===== src/wbdmr_pkg.sv =====
// ----------------------------------------------------------------------------
// wbdmr_pkg: shared types and constants for the warp/blur/decimate row builder
// Field widths, fixed-point settings, register indexes and tdata layout.
// ----------------------------------------------------------------------------
package wbdmr_pkg;

	// fixed settings of the operator
	localparam int MAX_BLUR       = 7;
	localparam int MAX_LOW_DIM    = 2048;
	localparam int COEF_FRAC_BITS = 10;

	// field widths
	localparam int PIX_W      = 11;
	localparam int OFS_W      = 16;
	localparam int COL_W      = 28;
	localparam int TAP_W      = 6;
	localparam int CNT_W      = 28;
	localparam int MODE_W     = 2;
	localparam int COEF_W     = 21;
	localparam int COEF_ROW_W = 63;
	localparam int SCL_W      = 4;
	localparam int BLUR_W     = 3;
	localparam int DIMREG_W   = 12;

	// datapath widths
	localparam int TX_W      = 21;  // (pix << 8) + offset
	localparam int LIN_W     = 34;  // one matrix row times (x, y, 1)
	localparam int NUM_W     = 38;  // row value times scale
	localparam int DEN_W     = 34;  // divisor magnitude
	localparam int COORD_W   = 40;  // warped high-res coordinate
	localparam int DIM_W     = 16;  // high-res width and height
	localparam int MUL_A_W   = 36;
	localparam int MUL_B_W   = 22;
	localparam int MUL_P_W   = MUL_A_W + MUL_B_W;
	localparam int DIV_CNT_W = $clog2(NUM_W);

	// stream and configuration port widths
	localparam int IN_DATA_W  = 56;
	localparam int OUT_DATA_W = 64;
	localparam int CFG_IDX_W  = 3;
	localparam int CFG_DATA_W = 64;

	// motion modes, perspective is any code with the upper bit set
	localparam logic [MODE_W-1:0] MODE_GENERAL = 2'd0;
	localparam logic [MODE_W-1:0] MODE_AFFINE  = 2'd1;

	// configuration register indexes
	typedef enum logic [CFG_IDX_W-1:0] {
		REG_MOTION_MODE = 3'd0,
		REG_COEF_ROW0   = 3'd1,
		REG_COEF_ROW1   = 3'd2,
		REG_COEF_ROW2   = 3'd3,
		REG_SCALE       = 3'd4,
		REG_BLUR_SIZE   = 3'd5,
		REG_LOW_WIDTH   = 3'd6,
		REG_LOW_HEIGHT  = 3'd7
	} cfg_reg_t;

	// one matrix entry on its way out
	typedef struct packed {
		logic [COL_W-1:0] col;
		logic [TAP_W-1:0] tap;
	} entry_t;

endpackage


===== src/warp_blur_decimate_matrix_rows.sv =====
// ----------------------------------------------------------------------------
// warp_blur_decimate_matrix_rows: sparse matrix row builder
// Each input transaction names one low-res pixel. The block warps it with
// per-pixel offsets, an affine or a perspective matrix, then walks the
// blur_size x blur_size kernel and emits one output transaction per tap that
// falls inside the high-res image (column index and tap number), the last one
// flagged with tlast and carrying the running nonzero count. A row with no
// kept tap gives a single transaction with tuser low. All multiplications go
// through one registered 36x22 multiplier and the perspective divisions through
// one restoring divider that retires a quotient bit per cycle. A new pixel is
// taken only once the previous one has closed its row. The tap walk gives
// one entry per cycle and only waits when an entry is held while the output
// register is still stalled. The walk keeps one entry in reserve so that
// tlast lands on the true final entry.
// ----------------------------------------------------------------------------
module warp_blur_decimate_matrix_rows (
	input  logic                                clk,
	input  logic                                arst_n,
	// input stream
	input  logic                                s_axis_tvalid,
	output logic                                s_axis_tready,
	// pix_x, pix_y, motion_dx, motion_dy (from bit 0 up), two pad bits
	input  logic [wbdmr_pkg::IN_DATA_W-1:0]     s_axis_tdata,
	// frame_start
	input  logic [0:0]                          s_axis_tuser,
	// output stream
	output logic                                m_axis_tvalid,
	input  logic                                m_axis_tready,
	// col_index, tap_index, row_end_count (from bit 0 up), two pad bits
	output logic [wbdmr_pkg::OUT_DATA_W-1:0]    m_axis_tdata,
	// entry_valid
	output logic [0:0]                          m_axis_tuser,
	output logic                                m_axis_tlast,
	// configuration writes
	input  logic                                cfg_valid,
	output logic                                cfg_ready,
	input  logic [wbdmr_pkg::CFG_IDX_W-1:0]     cfg_index,
	input  logic [wbdmr_pkg::CFG_DATA_W-1:0]    cfg_data
);

	typedef enum logic [4:0] {
		ST_IDLE,
		ST_DIMW,
		ST_DIMH,
		ST_GEN0,
		ST_GEN1,
		ST_GEN2,
		ST_MAT0,
		ST_MAT1,
		ST_MAT2,
		ST_MAT3,
		ST_MAT4,
		ST_MAT5,
		ST_MAT6,
		ST_MAT7,
		ST_MAT8,
		ST_DIVX,
		ST_FIXX,
		ST_DIVY,
		ST_FIXY,
		ST_ORG,
		ST_BASE,
		ST_LOAD,
		ST_TAPS,
		ST_FIN
	} state_t;

	// configuration registers
	logic [wbdmr_pkg::MODE_W-1:0]     motion_mode_q;
	logic [wbdmr_pkg::COEF_ROW_W-1:0] coef_row0_q;
	logic [wbdmr_pkg::COEF_ROW_W-1:0] coef_row1_q;
	logic [wbdmr_pkg::COEF_ROW_W-1:0] coef_row2_q;
	logic [wbdmr_pkg::SCL_W-1:0]      scale_q;
	logic [wbdmr_pkg::BLUR_W-1:0]     blur_size_q;
	logic [wbdmr_pkg::DIMREG_W-1:0]   low_width_q;
	logic [wbdmr_pkg::DIMREG_W-1:0]   low_height_q;

	// control
	state_t                           state_q;
	logic [wbdmr_pkg::CNT_W-1:0]      running_count_q;
	logic [wbdmr_pkg::BLUR_W-1:0]     i_q;
	logic [wbdmr_pkg::BLUR_W-1:0]     j_q;
	logic [wbdmr_pkg::TAP_W-1:0]      tap_q;
	logic [wbdmr_pkg::DIV_CNT_W-1:0]  div_cnt_q;
	logic                             pend_q;
	wbdmr_pkg::entry_t                pend_entry_q;

	// output register
	logic                             out_valid_q;
	wbdmr_pkg::entry_t                out_entry_q;
	logic                             out_flag_q;
	logic [wbdmr_pkg::CNT_W-1:0]      out_cnt_q;
	logic                             out_last_q;

	// latched input transaction
	logic [wbdmr_pkg::PIX_W-1:0]      px_q;
	logic [wbdmr_pkg::PIX_W-1:0]      py_q;
	logic signed [wbdmr_pkg::OFS_W-1:0] dx_q;
	logic signed [wbdmr_pkg::OFS_W-1:0] dy_q;

	// datapath registers
	logic signed [wbdmr_pkg::MUL_P_W-1:0] prod_s1;
	logic [wbdmr_pkg::DIM_W-1:0]          hw_q;
	logic [wbdmr_pkg::DIM_W-1:0]          hh_q;
	logic signed [wbdmr_pkg::LIN_W-1:0]   acc_q;
	logic signed [wbdmr_pkg::LIN_W-1:0]   u_q;
	logic signed [wbdmr_pkg::LIN_W-1:0]   v_q;
	logic signed [wbdmr_pkg::LIN_W-1:0]   d_q;
	logic signed [wbdmr_pkg::NUM_W-1:0]   nu_q;
	logic signed [wbdmr_pkg::NUM_W-1:0]   nv_q;
	logic signed [wbdmr_pkg::COORD_W-1:0] x0_q;
	logic signed [wbdmr_pkg::COORD_W-1:0] y0_q;
	logic signed [wbdmr_pkg::COORD_W-1:0] xs_q;
	logic signed [wbdmr_pkg::COORD_W-1:0] ys_q;
	logic signed [wbdmr_pkg::COORD_W-1:0] x_q;
	logic signed [wbdmr_pkg::COORD_W-1:0] y_q;
	logic [wbdmr_pkg::COL_W-1:0]          rowbase_q;

	// divider registers
	logic [wbdmr_pkg::NUM_W-1:0]          nq_q;
	logic [wbdmr_pkg::DEN_W-1:0]          dv_q;
	logic [wbdmr_pkg::DEN_W-1:0]          rem_q;
	logic                                 neg_q;

	// combinational
	logic [wbdmr_pkg::DIMREG_W-1:0]       lw_sat;
	logic [wbdmr_pkg::DIMREG_W-1:0]       lh_sat;
	logic [wbdmr_pkg::BLUR_W-1:0]         bs_sat;
	logic [wbdmr_pkg::BLUR_W-1:0]         bs_last;
	logic [wbdmr_pkg::BLUR_W-1:0]         half;
	logic signed [wbdmr_pkg::COEF_W-1:0]  c00, c01, c02, c10, c11, c12, c20, c21, c22;
	logic signed [wbdmr_pkg::TX_W-1:0]    tx;
	logic signed [wbdmr_pkg::TX_W-1:0]    ty;
	logic signed [wbdmr_pkg::MUL_A_W-1:0] mul_a;
	logic signed [wbdmr_pkg::MUL_B_W-1:0] mul_b;
	logic [wbdmr_pkg::NUM_W-1:0]          num_abs_u;
	logic [wbdmr_pkg::NUM_W-1:0]          num_abs_v;
	logic [wbdmr_pkg::DEN_W-1:0]          den_abs;
	logic [wbdmr_pkg::DEN_W:0]            rem_sh;
	logic                                 rem_ge;
	logic [wbdmr_pkg::DEN_W-1:0]          rem_nx;
	logic signed [wbdmr_pkg::COORD_W-1:0] quot_fix;
	logic                                 x_ok;
	logic                                 y_ok;
	logic                                 tap_kept;
	logic [wbdmr_pkg::COL_W-1:0]          tap_col;
	logic                                 out_free;
	logic                                 tap_step;
	logic                                 row_done;
	logic                                 in_accept;

	// settings after saturation
	assign lw_sat  = (low_width_q > wbdmr_pkg::DIMREG_W'(wbdmr_pkg::MAX_LOW_DIM)) ?
		wbdmr_pkg::DIMREG_W'(wbdmr_pkg::MAX_LOW_DIM) : low_width_q;
	assign lh_sat  = (low_height_q > wbdmr_pkg::DIMREG_W'(wbdmr_pkg::MAX_LOW_DIM)) ?
		wbdmr_pkg::DIMREG_W'(wbdmr_pkg::MAX_LOW_DIM) : low_height_q;
	assign bs_sat  = (blur_size_q > wbdmr_pkg::BLUR_W'(wbdmr_pkg::MAX_BLUR)) ?
		wbdmr_pkg::BLUR_W'(wbdmr_pkg::MAX_BLUR) : blur_size_q;
	assign bs_last = bs_sat - wbdmr_pkg::BLUR_W'(1);
	assign half    = bs_sat >> 1;

	// matrix coefficients, three per row
	assign c00 = coef_row0_q[wbdmr_pkg::COEF_W-1:0];
	assign c01 = coef_row0_q[2*wbdmr_pkg::COEF_W-1:wbdmr_pkg::COEF_W];
	assign c02 = coef_row0_q[3*wbdmr_pkg::COEF_W-1:2*wbdmr_pkg::COEF_W];
	assign c10 = coef_row1_q[wbdmr_pkg::COEF_W-1:0];
	assign c11 = coef_row1_q[2*wbdmr_pkg::COEF_W-1:wbdmr_pkg::COEF_W];
	assign c12 = coef_row1_q[3*wbdmr_pkg::COEF_W-1:2*wbdmr_pkg::COEF_W];
	assign c20 = coef_row2_q[wbdmr_pkg::COEF_W-1:0];
	assign c21 = coef_row2_q[2*wbdmr_pkg::COEF_W-1:wbdmr_pkg::COEF_W];
	assign c22 = coef_row2_q[3*wbdmr_pkg::COEF_W-1:2*wbdmr_pkg::COEF_W];

	// offset positions in signed Q12.8 for general motion
	assign tx = $signed({2'b00, px_q, 8'h00}) + wbdmr_pkg::TX_W'(dx_q);
	assign ty = $signed({2'b00, py_q, 8'h00}) + wbdmr_pkg::TX_W'(dy_q);

	// operand select for the shared multiplier
	always_comb begin
		mul_a = '0;
		mul_b = '0;
		unique case (state_q)
			ST_DIMW: begin
				mul_a = wbdmr_pkg::MUL_A_W'($signed({1'b0, lw_sat}));
				mul_b = wbdmr_pkg::MUL_B_W'($signed({1'b0, scale_q}));
			end
			ST_DIMH: begin
				mul_a = wbdmr_pkg::MUL_A_W'($signed({1'b0, lh_sat}));
				mul_b = wbdmr_pkg::MUL_B_W'($signed({1'b0, scale_q}));
			end
			ST_GEN0: begin
				mul_a = wbdmr_pkg::MUL_A_W'(tx);
				mul_b = wbdmr_pkg::MUL_B_W'($signed({1'b0, scale_q}));
			end
			ST_GEN1: begin
				mul_a = wbdmr_pkg::MUL_A_W'(ty);
				mul_b = wbdmr_pkg::MUL_B_W'($signed({1'b0, scale_q}));
			end
			ST_MAT0: begin
				mul_a = wbdmr_pkg::MUL_A_W'($signed({1'b0, px_q}));
				mul_b = wbdmr_pkg::MUL_B_W'(c00);
			end
			ST_MAT1: begin
				mul_a = wbdmr_pkg::MUL_A_W'($signed({1'b0, py_q}));
				mul_b = wbdmr_pkg::MUL_B_W'(c01);
			end
			ST_MAT2: begin
				mul_a = wbdmr_pkg::MUL_A_W'($signed({1'b0, px_q}));
				mul_b = wbdmr_pkg::MUL_B_W'(c10);
			end
			ST_MAT3: begin
				mul_a = wbdmr_pkg::MUL_A_W'($signed({1'b0, py_q}));
				mul_b = wbdmr_pkg::MUL_B_W'(c11);
			end
			ST_MAT4: begin
				mul_a = wbdmr_pkg::MUL_A_W'($signed({1'b0, px_q}));
				mul_b = wbdmr_pkg::MUL_B_W'(c20);
			end
			ST_MAT5: begin
				mul_a = wbdmr_pkg::MUL_A_W'($signed({1'b0, py_q}));
				mul_b = wbdmr_pkg::MUL_B_W'(c21);
			end
			ST_MAT6: begin
				mul_a = wbdmr_pkg::MUL_A_W'(u_q);
				mul_b = wbdmr_pkg::MUL_B_W'($signed({1'b0, scale_q}));
			end
			ST_MAT7: begin
				mul_a = wbdmr_pkg::MUL_A_W'(v_q);
				mul_b = wbdmr_pkg::MUL_B_W'($signed({1'b0, scale_q}));
			end
			ST_BASE: begin
				mul_a = wbdmr_pkg::MUL_A_W'($signed({1'b0, ys_q[wbdmr_pkg::COL_W-1:0]}));
				mul_b = wbdmr_pkg::MUL_B_W'($signed({1'b0, hw_q}));
			end
			default: begin
				mul_a = '0;
				mul_b = '0;
			end
		endcase
	end

	// divider operands and one restoring step
	assign num_abs_u = nu_q[wbdmr_pkg::NUM_W-1] ? $unsigned(-nu_q) : $unsigned(nu_q);
	assign num_abs_v = nv_q[wbdmr_pkg::NUM_W-1] ? $unsigned(-nv_q) : $unsigned(nv_q);
	assign den_abs   = d_q[wbdmr_pkg::LIN_W-1] ? $unsigned(-d_q) : $unsigned(d_q);
	assign rem_sh    = {rem_q, nq_q[wbdmr_pkg::NUM_W-1]};
	assign rem_ge    = rem_sh >= {1'b0, dv_q};
	assign rem_nx    = rem_ge ? wbdmr_pkg::DEN_W'(rem_sh - {1'b0, dv_q}) :
		wbdmr_pkg::DEN_W'(rem_sh);

	// floor correction when the signs differ
	always_comb begin
		if (neg_q) begin
			quot_fix = -($signed(wbdmr_pkg::COORD_W'(nq_q)) +
				$signed(wbdmr_pkg::COORD_W'(rem_q != '0)));
		end else begin
			quot_fix = $signed(wbdmr_pkg::COORD_W'(nq_q));
		end
	end

	// current tap: bounds test and linear column
	assign x_ok     = !x_q[wbdmr_pkg::COORD_W-1] &&
		(x_q[wbdmr_pkg::COORD_W-2:0] < (wbdmr_pkg::COORD_W-1)'(hw_q));
	assign y_ok     = !y_q[wbdmr_pkg::COORD_W-1] &&
		(y_q[wbdmr_pkg::COORD_W-2:0] < (wbdmr_pkg::COORD_W-1)'(hh_q));
	assign tap_kept = x_ok && y_ok;
	assign tap_col  = rowbase_q + x_q[wbdmr_pkg::COL_W-1:0];
	assign out_free = !out_valid_q || m_axis_tready;
	assign tap_step = (state_q == ST_TAPS) && !(tap_kept && pend_q && !out_free);
	assign row_done = (j_q == bs_last);

	// handshakes
	assign s_axis_tready = (state_q == ST_IDLE);
	assign in_accept     = s_axis_tvalid && s_axis_tready;
	assign cfg_ready     = 1'b1;

	// output port
	assign m_axis_tvalid = out_valid_q;
	assign m_axis_tdata  = {2'b00, out_cnt_q, out_entry_q.tap, out_entry_q.col};
	assign m_axis_tuser  = out_flag_q;
	assign m_axis_tlast  = out_last_q;

	// configuration registers
	always_ff @(posedge clk or negedge arst_n) begin
		if (!arst_n) begin
			motion_mode_q <= wbdmr_pkg::MODE_AFFINE;
			coef_row0_q   <= wbdmr_pkg::COEF_ROW_W'(64'd1024);
			coef_row1_q   <= wbdmr_pkg::COEF_ROW_W'(64'd1024) << wbdmr_pkg::COEF_W;
			coef_row2_q   <= wbdmr_pkg::COEF_ROW_W'(64'd1024) << (2*wbdmr_pkg::COEF_W);
			scale_q       <= wbdmr_pkg::SCL_W'(4);
			blur_size_q   <= wbdmr_pkg::BLUR_W'(5);
			low_width_q   <= wbdmr_pkg::DIMREG_W'(640);
			low_height_q  <= wbdmr_pkg::DIMREG_W'(480);
		end else if (cfg_valid && cfg_ready) begin
			unique case (wbdmr_pkg::cfg_reg_t'(cfg_index))
				wbdmr_pkg::REG_MOTION_MODE: motion_mode_q <= cfg_data[wbdmr_pkg::MODE_W-1:0];
				wbdmr_pkg::REG_COEF_ROW0:   coef_row0_q <= cfg_data[wbdmr_pkg::COEF_ROW_W-1:0];
				wbdmr_pkg::REG_COEF_ROW1:   coef_row1_q <= cfg_data[wbdmr_pkg::COEF_ROW_W-1:0];
				wbdmr_pkg::REG_COEF_ROW2:   coef_row2_q <= cfg_data[wbdmr_pkg::COEF_ROW_W-1:0];
				wbdmr_pkg::REG_SCALE:       scale_q <= cfg_data[wbdmr_pkg::SCL_W-1:0];
				wbdmr_pkg::REG_BLUR_SIZE:   blur_size_q <= cfg_data[wbdmr_pkg::BLUR_W-1:0];
				wbdmr_pkg::REG_LOW_WIDTH:   low_width_q <= cfg_data[wbdmr_pkg::DIMREG_W-1:0];
				wbdmr_pkg::REG_LOW_HEIGHT:  low_height_q <= cfg_data[wbdmr_pkg::DIMREG_W-1:0];
				default: ;
			endcase
		end
	end

	// sequencer, running count and output register
	always_ff @(posedge clk or negedge arst_n) begin
		if (!arst_n) begin
			state_q         <= ST_IDLE;
			running_count_q <= '0;
			i_q             <= '0;
			j_q             <= '0;
			tap_q           <= '0;
			div_cnt_q       <= '0;
			pend_q          <= 1'b0;
			pend_entry_q    <= '0;
			out_valid_q     <= 1'b0;
			out_entry_q     <= '0;
			out_flag_q      <= 1'b0;
			out_cnt_q       <= '0;
			out_last_q      <= 1'b0;
		end else begin
			if (out_valid_q && m_axis_tready) begin
				out_valid_q <= 1'b0;
			end
			unique case (state_q)
				ST_IDLE: begin
					if (in_accept) begin
						if (s_axis_tuser[0]) begin
							running_count_q <= '0;
						end
						state_q <= ST_DIMW;
					end
				end
				ST_DIMW: state_q <= ST_DIMH;
				ST_DIMH: begin
					state_q <= (motion_mode_q == wbdmr_pkg::MODE_GENERAL) ? ST_GEN0 : ST_MAT0;
				end
				ST_GEN0: state_q <= ST_GEN1;
				ST_GEN1: state_q <= ST_GEN2;
				ST_GEN2: state_q <= ST_ORG;
				ST_MAT0: state_q <= ST_MAT1;
				ST_MAT1: state_q <= ST_MAT2;
				ST_MAT2: state_q <= ST_MAT3;
				ST_MAT3: state_q <= ST_MAT4;
				ST_MAT4: state_q <= ST_MAT5;
				ST_MAT5: state_q <= ST_MAT6;
				ST_MAT6: state_q <= ST_MAT7;
				ST_MAT7: state_q <= ST_MAT8;
				ST_MAT8: begin
					div_cnt_q <= wbdmr_pkg::DIV_CNT_W'(wbdmr_pkg::NUM_W - 1);
					if (motion_mode_q == wbdmr_pkg::MODE_AFFINE) begin
						state_q <= ST_ORG;
					end else if (d_q == '0) begin
						// zero denominator: empty row
						state_q <= ST_FIN;
					end else begin
						state_q <= ST_DIVX;
					end
				end
				ST_DIVX: begin
					div_cnt_q <= div_cnt_q - wbdmr_pkg::DIV_CNT_W'(1);
					if (div_cnt_q == '0) begin
						state_q <= ST_FIXX;
					end
				end
				ST_FIXX: begin
					div_cnt_q <= wbdmr_pkg::DIV_CNT_W'(wbdmr_pkg::NUM_W - 1);
					state_q   <= ST_DIVY;
				end
				ST_DIVY: begin
					div_cnt_q <= div_cnt_q - wbdmr_pkg::DIV_CNT_W'(1);
					if (div_cnt_q == '0) begin
						state_q <= ST_FIXY;
					end
				end
				ST_FIXY: state_q <= ST_ORG;
				ST_ORG: begin
					state_q <= (bs_sat == '0) ? ST_FIN : ST_BASE;
				end
				ST_BASE: state_q <= ST_LOAD;
				ST_LOAD: begin
					i_q     <= '0;
					j_q     <= '0;
					tap_q   <= '0;
					state_q <= ST_TAPS;
				end
				ST_TAPS: begin
					if (tap_step) begin
						if (tap_kept) begin
							// an earlier entry is known not to be the last one
							if (pend_q) begin
								out_valid_q <= 1'b1;
								out_entry_q <= pend_entry_q;
								out_flag_q  <= 1'b1;
								out_cnt_q   <= '0;
								out_last_q  <= 1'b0;
							end
							pend_q           <= 1'b1;
							pend_entry_q.col <= tap_col;
							pend_entry_q.tap <= tap_q;
							running_count_q  <= running_count_q + wbdmr_pkg::CNT_W'(1);
						end
						tap_q <= tap_q + wbdmr_pkg::TAP_W'(1);
						if (row_done) begin
							j_q <= '0;
							i_q <= i_q + wbdmr_pkg::BLUR_W'(1);
							if (i_q == bs_last) begin
								state_q <= ST_FIN;
							end
						end else begin
							j_q <= j_q + wbdmr_pkg::BLUR_W'(1);
						end
					end
				end
				ST_FIN: begin
					// closing transaction: held entry, or the empty marker
					if (out_free) begin
						out_valid_q <= 1'b1;
						out_entry_q <= pend_q ? pend_entry_q : '0;
						out_flag_q  <= pend_q;
						out_cnt_q   <= running_count_q;
						out_last_q  <= 1'b1;
						pend_q      <= 1'b0;
						state_q     <= ST_IDLE;
					end
				end
				default: state_q <= ST_IDLE;
			endcase
		end
	end

	// arithmetic datapath
	always_ff @(posedge clk) begin
		prod_s1 <= mul_a * mul_b;

		if (in_accept) begin
			px_q <= s_axis_tdata[wbdmr_pkg::PIX_W-1:0];
			py_q <= s_axis_tdata[2*wbdmr_pkg::PIX_W-1:wbdmr_pkg::PIX_W];
			dx_q <= s_axis_tdata[2*wbdmr_pkg::PIX_W+wbdmr_pkg::OFS_W-1:2*wbdmr_pkg::PIX_W];
			dy_q <= s_axis_tdata[2*wbdmr_pkg::PIX_W+2*wbdmr_pkg::OFS_W-1:
				2*wbdmr_pkg::PIX_W+wbdmr_pkg::OFS_W];
		end

		case (state_q)
			ST_DIMH: hw_q <= wbdmr_pkg::DIM_W'(prod_s1);
			ST_GEN0: hh_q <= wbdmr_pkg::DIM_W'(prod_s1);
			ST_GEN1: x0_q <= wbdmr_pkg::COORD_W'(prod_s1 >>> 8);
			ST_GEN2: y0_q <= wbdmr_pkg::COORD_W'(prod_s1 >>> 8);
			ST_MAT0: hh_q <= wbdmr_pkg::DIM_W'(prod_s1);
			ST_MAT1: acc_q <= wbdmr_pkg::LIN_W'(prod_s1);
			ST_MAT2: u_q <= wbdmr_pkg::LIN_W'(acc_q + prod_s1 + c02);
			ST_MAT3: acc_q <= wbdmr_pkg::LIN_W'(prod_s1);
			ST_MAT4: v_q <= wbdmr_pkg::LIN_W'(acc_q + prod_s1 + c12);
			ST_MAT5: acc_q <= wbdmr_pkg::LIN_W'(prod_s1);
			ST_MAT6: d_q <= wbdmr_pkg::LIN_W'(acc_q + prod_s1 + c22);
			ST_MAT7: nu_q <= wbdmr_pkg::NUM_W'(prod_s1);
			ST_MAT8: begin
				nv_q <= wbdmr_pkg::NUM_W'(prod_s1);
				// affine result by shift, perspective x division set up
				x0_q  <= wbdmr_pkg::COORD_W'(nu_q >>> wbdmr_pkg::COEF_FRAC_BITS);
				y0_q  <= wbdmr_pkg::COORD_W'(prod_s1 >>> wbdmr_pkg::COEF_FRAC_BITS);
				nq_q  <= num_abs_u;
				dv_q  <= den_abs;
				rem_q <= '0;
				neg_q <= nu_q[wbdmr_pkg::NUM_W-1] ^ d_q[wbdmr_pkg::LIN_W-1];
			end
			ST_DIVX, ST_DIVY: begin
				rem_q <= rem_nx;
				nq_q  <= {nq_q[wbdmr_pkg::NUM_W-2:0], rem_ge};
			end
			ST_FIXX: begin
				x0_q  <= quot_fix;
				nq_q  <= num_abs_v;
				rem_q <= '0;
				neg_q <= nv_q[wbdmr_pkg::NUM_W-1] ^ d_q[wbdmr_pkg::LIN_W-1];
			end
			ST_FIXY: y0_q <= quot_fix;
			ST_ORG: begin
				xs_q <= x0_q - wbdmr_pkg::COORD_W'(half);
				ys_q <= y0_q - wbdmr_pkg::COORD_W'(half);
			end
			ST_LOAD: begin
				rowbase_q <= wbdmr_pkg::COL_W'(prod_s1);
				x_q       <= xs_q;
				y_q       <= ys_q;
			end
			ST_TAPS: begin
				if (tap_step) begin
					if (row_done) begin
						x_q       <= xs_q;
						y_q       <= y_q + wbdmr_pkg::COORD_W'(1);
						rowbase_q <= rowbase_q + wbdmr_pkg::COL_W'(hw_q);
					end else begin
						x_q <= x_q + wbdmr_pkg::COORD_W'(1);
					end
				end
			end
			default: ;
		endcase
	end

endmodule


===== config.mk =====
export PLATFORM = sky130hd
export DESIGN_NAME = warp_blur_decimate_matrix_rows
export DESIGN_NICKNAME = d
export VERILOG_FILES = /design/src/wbdmr_pkg.sv /design/src/warp_blur_decimate_matrix_rows.sv
export SDC_FILE = /design/constraint.sdc
export NUM_CORES = 2
export LEC_CHECK = 0
export ABC_CLOCK_PERIOD_IN_PS = 26600
export BUFFER_PORTS_ARGS = -buffer_cell sky130_fd_sc_hd__buf_2
export CAP_MARGIN = 20
export CORE_ASPECT_RATIO = 0.5
export CORE_UTILIZATION = 70
export CTS_BUF_LIST = sky130_fd_sc_hd__clkbuf_16
export DETAILED_ROUTE_END_ITERATION = 10
export GPL_TIMING_DRIVEN = 0
export PLACE_DENSITY = 0.88
export SETUP_SLACK_MARGIN = 0.15
export SYNTH_ARGS = -nofsm -noshare
export SYNTH_HDL_FRONTEND = slang
export SYNTH_SLANG_ARGS = --single-unit
export TNS_END_PERCENT = 20

===== constraint.sdc =====
create_clock -name clk -period 26.6 [get_ports clk]
set_input_delay 0 -clock clk [delete_from_list [all_inputs] [get_ports clk]]
set_output_delay 0 -clock clk [all_outputs]
set_load 0.005 [all_outputs]

==> run metrics <==
outcome finished, violations left; failing checks design-rule violations, negative hold slack; Yosys reg bits 1096; CP Class flop to flop; initial antenna violation count 18; GR Util All Layers 45.31%; WHS -9.555 ps; vias in the first global route 67880; area growth from synthesis to layout 11.32%; Root Driver clkbuf_16; Max-slew headroom 3.133%; Critical Path Source Type flop; Max Freq 77.78 MHz; # rows 89; via-per-instance ratio 6.556; Die W 490.1 um; TritonCTS buffer count 102; fillers 7329; Multi-input gate area 48820 um^2; Crit Path Max Fanout 10; CTS tree done; CP Capture Type flop; reg2reg setup slack 13740 ps; H-tree depth 3; HP Class input port to flop; Die Ht 246.1 um; Post-layout nets 10110; Syn Area/Cell 10.25 um^2; gpl congestion 1.037; Post-Syn Area 83380 um^2; drt wl/cell 25.91 um; first-pass GRT wire length 406300 um; Port-buffer cells 191; Seq/Total Area, Yosys 36.65%; Final Setup Violations 0; Min Clock Period, post-route 12860 ps; Worst-path clk slew 90 ps; area taken by flip-flops and latches 30560 um^2; WL final 272400 um; RSZ-0062 raised after global routing no; Hold Vio Cnt, Final 2; DR iter-0 viols 10310; Yosys Warn Count 0; total gr overflow 0; Required @ worst endpoint 27230 ps; highest cell delay on the worst timing path 1000 ps; top cells by area, synth edfxtp_1 (24%), fa_1 (17%), dfrtp_1 (11%); worst endpoint data arrival time 13490 ps; starting density of the core 70.64%; unique cell type count in the Yosys netlist 87; total core area 118000 um^2; EDFF count, synth 673; slew of the pin with the lowest slew margin 1453 ps; clk buf depth 3; drt first pass iters 11; max-cap violations 0; Synth Flop Type edfxtp_1; IO Count 198; Syn Inst Count 8134; DRT antenna net count 0; dpl hpwl 204400 um; Post-synth ARST share 34.03%; fin util 78.64%; CTS Sinks 1096; Worst path slowest cell clkbuf_1; later-pin clock latency in the skew report 750 ps; Die ar. 120600 um^2; Final Max Slew Viols 0; Crit path top cell by count fa_1; largest net degree at the start of global routing 103; setup tns final 0 ps; Worst Skew 45.50 ps; area share of the largest cell type after synthesis 24.24%; Vias 68910; layout cells sized above 1 7.827%; post-synth top area cell edfxtp_1; DRC violations left 3; fin crit share 48.34%
-- synth_stat cells, types with 86 or more instances --
master	count
a21o_1	159
a21oi_1	344
a22oi_1	125
clkbuf_1	254
dfrtp_1	360
edfxtp_1	673
fa_1	693
ha_1	466
inv_1	998
mux2_2	231
nand2_1	877
nand3_1	193
nor2_1	421
nor3_1	90
o21ai_0	491
or3_1	86
xnor2_1	331
xor2_1	221
-- worst paths after layout --
path | cells past startpoint | start | to
worst max-delay path | 34 | state_q[1]$_DFFE_PN0P_ | prod_s1[48]$_DFF_P_
worst min-delay path | 2 | s_axis_tdata[45] | dy_q[7]$_DFFE_PP_
worst max register to register | 34 | state_q[1]$_DFFE_PN0P_ | prod_s1[48]$_DFF_P_
worst min register to register | 0 | d_q[0]$_DFFE_PN_ | dv_q[0]$_DFFE_PN_
max in group asynchronous | 5 | arst_n | coef_row2_q[52]$_DFFE_PN1P_
min in group asynchronous | 3 | arst_n | m_axis_tdata[24]$_DFFE_PN0P_
-- placed cells by master, fill, tap and decap left out, drive strengths merged, types with 40 or more instances in the layout --
master	n
inv	1030
nand2	877
fa	693
edfxtp	673
o21ai	499
ha	466
nor2	421
clkbuf	366
dfrtp	360
a21oi	344
xnor2	331
buf	260
mux2	231
xor2	221
nand3	193
conb	187
dlygate4sd3	161
a21o	159
a22oi	126
nor3	90
or3	90
and2	84
nor2b	60
and3	59
nand2b	54
o21a	52
o31ai	51
dfxtp	50
a31oi	48
nor4	48
o21bai	45
nand4	45
clkinv	43
mux2i	40
-- cell families (layout without fill, tap and decap cells) --
| family | count (synthesis) | count (layout) | share of synthesized area [%] |
|---|---|---|---|
| buffers and inverters | 1285 | 1871 | 5.799 |
| AND/OR/NAND/NOR | 2121 | 2121 | 11.80 |
| multiplexers | 271 | 271 | 3.600 |
| flip-flops | 1096 | 1096 | 36.65 |
| XOR/XNOR | 552 | 552 | 5.798 |
| adder cells (fa/ha/maj) | 1159 | 1159 | 23.63 |
| other | 2 | 202 | 0.009006 |
| AO/OA/AOI/OAI | 1648 | 1648 | 12.72 |
-- registers in the layout, indices dropped and copies added (netlist names), 28 cells and up --
register	cells
y_q	40
out_cnt_q	28
m_axis_tdata	34
coef_row0_q	63
coef_row2_q	63
y0_q	40
rem_q	34
x_q	40
running_count_q	28
acc_q	34
rowbase_q	28
coef_row1_q	63
d_q	34
x0_q	40
pend_entry_q	34
prod_s1	50
nv_q	38
nu_q	38
xs_q	40
v_q	34
ys_q	40
u_q	34
nq_q	38
dv_q	34
-- through the flow --
step                cells  instance area, um^2  setup WS (ps)
floorplan            8319                84080          16650
global placement    10100                87030          12520
detailed placement  10140                87700          14470
CTS                 10490                92710          14430
global route        10500                92790          13680
finish              10510                92830          13740
-- critical path, delay by kind of cell, from the launching register on --
| family | cells | cell delay, ps |
|---|---|---|
| buffers and inverters | 10 | 2970 |
| DFF | 1 | 360 |
| and+or+nand+nor | 7 | 2020 |
| AOI/OAI and AO/OA | 8 | 3060 |
| adders and majority gates | 8 | 4030 |
| xor gates and xnor gates | 1 | 250 |
-- final cells by class --
type,instances,area share [%]
plain buffers,282,1.165
well taps,1592,2.146
flip-flops and latches,1096,32.92
clock inverters,81,0.6551
diodes,15,0.04044
multi-input cells,5938,52.59
clock buffers,111,2.992
inverters,1003,4.056
repair buffers,394,3.433
-- layer usage --
metal | GRT usage [%] | wire (um) | vias to the layer above
met5 | 0.5952 | 254 | -
met4 | 24.43 | 18520 | 14
met3 | 19.14 | 44860 | 1304
met2 | 64.77 | 112400 | 5168
met1 | 58.61 | 96340 | 33180
li1 | - | - | 29240
-- timing repair --
action / in CTS / in global routing
endpoints found under the hold margin: 418 / 1
gates resized for setup: 0 / 0
endpoints found under the setup margin: 0 / 0
hold buffers: 161 / 1
buffers inserted: 0 / 0
Power is left out: the tool's default activity adds up to more than one toggle a clock period on the data nets, which glitch-free logic cannot reach.
